==> config.mk <==
export PLATFORM = sky130hd
export DESIGN_NAME = mva_div
export DESIGN_NICKNAME = d
export VERILOG_FILES = /design/src/mva_pkg.sv /design/src/mva_div.sv
export SDC_FILE = /design/constraint.sdc
export NUM_CORES = 1
export LEC_CHECK = 0
export ABC_AREA = 1
export BUFFER_PORTS_ARGS = -buffer_cell sky130_fd_sc_hd__buf_2
export CAP_MARGIN = 0
export CORE_ASPECT_RATIO = 1.2
export CORE_UTILIZATION = 53
export CTS_BUF_LIST = sky130_fd_sc_hd__clkbuf_16
export DETAILED_ROUTE_END_ITERATION = 10
export PLACE_DENSITY = 0.79
export SLEW_MARGIN = 10
export SYNTH_ARGS = -nofsm -noshare
export SYNTH_HDL_FRONTEND = slang
export SYNTH_SLANG_ARGS = --single-unit
==> constraint.sdc <==
create_clock -name clk_i -period 3.3 [get_ports clk_i]
set_input_delay 0.33 -clock clk_i [delete_from_list [all_inputs] [get_ports clk_i]]
set_output_delay 0.33 -clock clk_i [all_outputs]
set_load 0.005 [all_outputs]
==> src/mva_pkg.sv <==
// shared types, constants and register codes of the multi-source value averager
package mva_pkg;

  localparam int unsigned SOURCES_DEF    = 64;
  localparam int unsigned WINDOW_MAX_DEF = 65535;

  localparam int unsigned VAL_W  = 32;
  localparam int unsigned TIME_W = 48;
  localparam int unsigned SUM_W  = 48;
  localparam int unsigned CNT_W  = 16;
  localparam int unsigned CFG_IDX_W = 3;
  localparam int unsigned CFG_DAT_W = 32;

  // configuration register indexes
  localparam logic [CFG_IDX_W-1:0] CFG_MODE         = 3'd0;
  localparam logic [CFG_IDX_W-1:0] CFG_ROUND        = 3'd1;
  localparam logic [CFG_IDX_W-1:0] CFG_STALE_AFTER  = 3'd2;
  localparam logic [CFG_IDX_W-1:0] CFG_STALE_EN     = 3'd3;
  localparam logic [CFG_IDX_W-1:0] CFG_REPEAT_AFTER = 3'd4;

  localparam logic OP_SAMPLE = 1'b0;
  localparam logic OP_TICK   = 1'b1;

  // one source table entry
  typedef struct packed {
    logic signed [VAL_W-1:0] value;
    logic [TIME_W-1:0]       update_time;
    logic [TIME_W-1:0]       change_time;
    logic                    ignored;
  } entry_t;

  typedef enum logic [5:0] {
    S_IDLE     = 6'b000001,
    S_UPD      = 6'b000010,
    S_SCAN     = 6'b000100,
    S_SCAN_END = 6'b001000,
    S_DIV_PREP = 6'b010000,
    S_DIV_WAIT = 6'b100000
  } state_e;

  // saturating-age helper: time going backwards counts as zero
  function automatic logic [TIME_W-1:0] age_of(logic [TIME_W-1:0] now,
                                               logic [TIME_W-1:0] then_t);
    age_of = (now >= then_t) ? now - then_t : '0;
  endfunction

endpackage

==> src/mva_div.sv <==
// iterative restoring divider, one quotient bit per cycle
module mva_div (
  input  logic                       clk_i,
  input  logic                       rst_ni,
  input  logic                       start_i,
  input  logic [mva_pkg::SUM_W-1:0]  num_i,
  input  logic [mva_pkg::CNT_W-1:0]  den_i,
  output logic                       done_o,
  output logic [mva_pkg::SUM_W-1:0]  quo_o
);

  localparam int unsigned STEP_W = $clog2(mva_pkg::SUM_W + 1);

  logic [mva_pkg::SUM_W-1:0] quo_q, quo_d;
  logic [mva_pkg::CNT_W-1:0] rem_q, rem_d;
  logic [mva_pkg::CNT_W-1:0] den_q, den_d;
  logic [STEP_W-1:0]         step_q, step_d;
  logic                      run_q, run_d;
  logic                      done_q, done_d;
  logic [mva_pkg::CNT_W:0]   trial;
  logic                      fits;

  assign trial = {rem_q, quo_q[mva_pkg::SUM_W-1]};
  assign fits  = trial >= {1'b0, den_q};

  always_comb begin
    quo_d  = quo_q;
    rem_d  = rem_q;
    den_d  = den_q;
    step_d = step_q;
    run_d  = run_q;
    done_d = 1'b0;
    if (start_i) begin
      quo_d  = num_i;
      rem_d  = '0;
      den_d  = den_i;
      step_d = STEP_W'(mva_pkg::SUM_W);
      run_d  = 1'b1;
    end else if (run_q) begin
      rem_d  = fits ? mva_pkg::CNT_W'(trial - {1'b0, den_q}) : trial[mva_pkg::CNT_W-1:0];
      quo_d  = {quo_q[mva_pkg::SUM_W-2:0], fits};
      step_d = step_q - 1'b1;
      if (step_q == STEP_W'(1)) begin
        run_d  = 1'b0;
        done_d = 1'b1;
      end
    end
  end

  always_ff @(posedge clk_i or negedge rst_ni) begin
    if (!rst_ni) begin
      run_q  <= 1'b0;
      done_q <= 1'b0;
      step_q <= '0;
    end else begin
      run_q  <= run_d;
      done_q <= done_d;
      step_q <= step_d;
    end
  end

  always_ff @(posedge clk_i) begin
    quo_q <= quo_d;
    rem_q <= rem_d;
    den_q <= den_d;
  end

  assign done_o = done_q;
  assign quo_o  = quo_q;

  a_done_after_run: assert property (@(posedge clk_i) disable iff (!rst_ni)
    done_q |-> $past(run_q) && !run_q)
    else $error("divider done without a running division");

  a_rem_below_den: assert property (@(posedge clk_i) disable iff (!rst_ni)
    run_q && !$past(start_i) |-> rem_q < den_q || den_q == '0)
    else $error("divider remainder not below divisor");

  a_start_idle: assert property (@(posedge clk_i) disable iff (!rst_ni)
    start_i |-> !run_q)
    else $error("divider started while running");

endmodule

==> results.json <==
{
  "routed_via_density": 4.97,
  "grt_use_total": 0.255,
  "slew_headroom": 0.315,
  "synthArstFlopShare": 0.0909,
  "clkTransAtPathRegs_ps": 60,
  "clockBufferDepth": 2,
  "power_switching_mw": 1.56,
  "avgRoutedWirePerCell_microns": 13.7,
  "hold_viol": 0,
  "min_period_over_period": 0.617,
  "stdcell_area_sq_um": 5790,
  "boundaryPins": 116,
  "htreeDepth": 3,
  "critPathTopFamily": "simple AND/OR/NAND/NOR gates",
  "crit_top_cell": "nand2_2",
  "syn-instance-count": 579,
  "crit_fanout": 18,
  "synth_xor_xnor_area_share": 0.0108,
  "rsz0062_at_grt": "no",
  "insertion_delay_ps": 350,
  "wirelength_microns": 11200,
  "drt-initial-drc-count": 185,
  "slowest_stage": "edfxtp_1",
  "syn_area_per_cell_sq_um": 8.37,
  "fin_util": 0.665,
  "gp_congestion": 0.855,
  "synth-seq-cells": 88,
  "n_antenna_cell": 0,
  "wl_met2_microns": 5510,
  "top_layer_used": "met4",
  "grt_max_degree": 51,
  "tightest_slew_ps": 1030,
  "synth.net_count": 665,
  "hpwl_microns": 8030,
  "synth-simple-area-share": 0.335,
  "fin_setup_tns_ps": 0,
  "fmax_mhz": 491,
  "synthMuxAreaShare": 0,
  "finClkSkew_ps": 7.76,
  "ys_warn_count": 0,
  "arrival_ps": 2320,
  "placed_area_sq_um": 5490,
  "antenna_found_initial": 0,
  "worst_ep_required_time_ps": 3580,
  "cts-root-buf": "clkbuf_16",
  "worstHoldPathType": "in2reg",
  "power.internal_mw": 2.59,
  "p_per_area_nw_per_um2": 718,
  "crit_type": "reg2reg",
  "first_global_vias": 4006,
  "synth_edf_count": 64,
  "core_sq_um": 8700,
  "cts_sinks": 88,
  "slew_viol_final": 0,
  "final_cell_mix": "nand2_1, buf_2, inv_1, edfxtp_1, nand3_1",
  "ir_drop_v": 0.000398,
  "yosysSeqAreaShare": 0.504,
  "final_common_cell": "nand2_1",
  "fin_crit_ps": 2040,
  "post_cts_buffers": 0,
  "final_nets": 778,
  "synthFlopType": "edfxtp_1",
  "synth_top_family_by_area": "simple AND/OR/NAND/NOR gates",
  "ys_types": 38,
  "drv_cap": 0,
  "setup_viol": 0,
  "synth_fa_ha_area_frac": 0.0506,
  "grt-ovfl-total": 0,
  "swShare": 0.376,
  "die_area_sq_um": 9540,
  "start_kind": "flop",
  "path_cells": "inv_1, ha_1, nand2_2, inv_2, nand2_2, nor2_4, nand3_2, nand2_2, nor2_8, nand2_8, nand2_1, nand3_1, nand2_1",
  "status": "complete, no violations",
  "drcViolationCount": 0,
  "cts_buffers": 9,
  "crit_buf_inv": 2,
  "cts_tree": "done",
  "die_h_microns": 107,
  "vias": 4049,
  "synth-compound-area-share": 0.0276,
  "max_stage_delay_ps": 350,
  "route.met3.wl_microns": 823,
  "fp.dieW_microns": 89.3,
  "grt_pass1_wl_microns": 18200,
  "drive_gt1_frac": 0.235,
  "wl_met1_microns": 4580,
  "clkPwrFrac": 0.240,
  "endpoint_kind": "flop",
  "io_buffer_count": 115,
  "drtPass1Iterations": 4,
  "synth_area_sq_um": 4850,
  "power.leakage_nw": 3.10,
  "ant_nets": 0,
  "seq_power_share": 0.362,
  "pwr-share-comb": 0.398,
  "area_growth_pct": 19.4,
  "initial_utilization": 0.557,
  "std_cell_rows": 37
}
## cells by family after synthesis
logic type | Yosys count
buffers and inverters | 84
adder cells (fa/ha/maj) | 19
AO/OA/AOI/OAI | 23
AND/OR/NAND/NOR | 359
flip-flops | 88
XOR/XNOR | 6
## through the flow
step                cells  hold WS (ps)  worst slack [ps]  power, mW
floorplan             579          34.4              1190       2.84
global placement      797           177              1200       3.12
detailed placement    797           180              1150       3.17
CTS                   814           151              1260       4.18
global route          814           151              1090       4.47
finish                814           158              1260       4.16
## Yosys cell counts (2+ instances only)
master / number / area [sq um]
buf_6: 2 / 22.5
dfrtp_1: 8 / 200
inv_1: 61 / 229
nand2_1: 269 / 1010
o21ai_0: 5 / 25.0
nand3_1: 25 / 125
edfxtp_1: 64 / 1920
nand3_2: 2 / 20.0
a21oi_1: 13 / 65.1
clkbuf_1: 12 / 45.0
nand4_1: 3 / 18.8
ha_1: 18 / 225
nand2_8: 2 / 40.0
nor2_1: 11 / 41.3
nand2_2: 16 / 100
xnor2_1: 5 / 43.8
nor3_1: 4 / 20.0
nand3b_1: 19 / 143
inv_2: 5 / 18.8
dfxtp_1: 16 / 320
nor2_8: 2 / 40.0
## final timing paths
| path | start | end | cells after the start | slack, ps |
|---|---|---|---|---|
| min in group asynchronous | rst_ni | step_q[0]$_DFFE_PN0P_ | 2 | 350 |
| worst max-delay path | den_q[11]$_DFFE_PP_ | rem_q[15]$_SDFFE_PP0P_ | 13 | 1260 |
| worst min-delay path | den_i[10] | den_q[10]$_DFFE_PP_ | 1 | 160 |
| worst max register to register | den_q[11]$_DFFE_PP_ | rem_q[15]$_SDFFE_PP0P_ | 13 | 1260 |
| worst min register to register | rem_q[3]$_SDFFE_PP0P_ | rem_q[3]$_SDFFE_PP0P_ | 2 | 480 |
| max in group asynchronous | rst_ni | step_q[2]$_DFFE_PN0P_ | 2 | 2780 |
## power by group through the flow
stage | sequential [mW] | combinational [mW] | clock (mW)
final | 1.51 | 1.66 | 0.996
after global routing | 1.53 | 1.89 | 1.05
after CTS | 1.50 | 1.66 | 1.01
after detailed placement | 1.52 | 1.65 | 0
after global placement | 1.52 | 1.60 | 0
after floorplan | 1.49 | 1.34 | 0
## state kept, by name, indices dropped and copies added (netlist names)
signal,count
quo_o,48
den_q,16
run_q,1
step_q,6
done_o,1
rem_q,16
## layer usage
layer,global-route usage,up-vias
met1,0.297,1827
li1,-,2061
met3,0.0708,17
met2,0.433,144
met5,0,-
met4,0.110,0
## final cells by class
type | instances | area (sq um)
inverter | 67 | 251
tap | 117 | 146
timing repair buffer | 119 | 608
fill | 773 | 2920
clock inverter | 7 | 60.1
clock buffer | 9 | 225
multi-input combinational | 407 | 2050
sequential | 88 | 2440
## what timing repair did
item                                   in CTS  in global routing
endpoints found under the hold margin       8                  0
resized for setup                           0                  0
hold buffers                                1                  0
No activity file was read; power rests on OpenSTA's default activity.
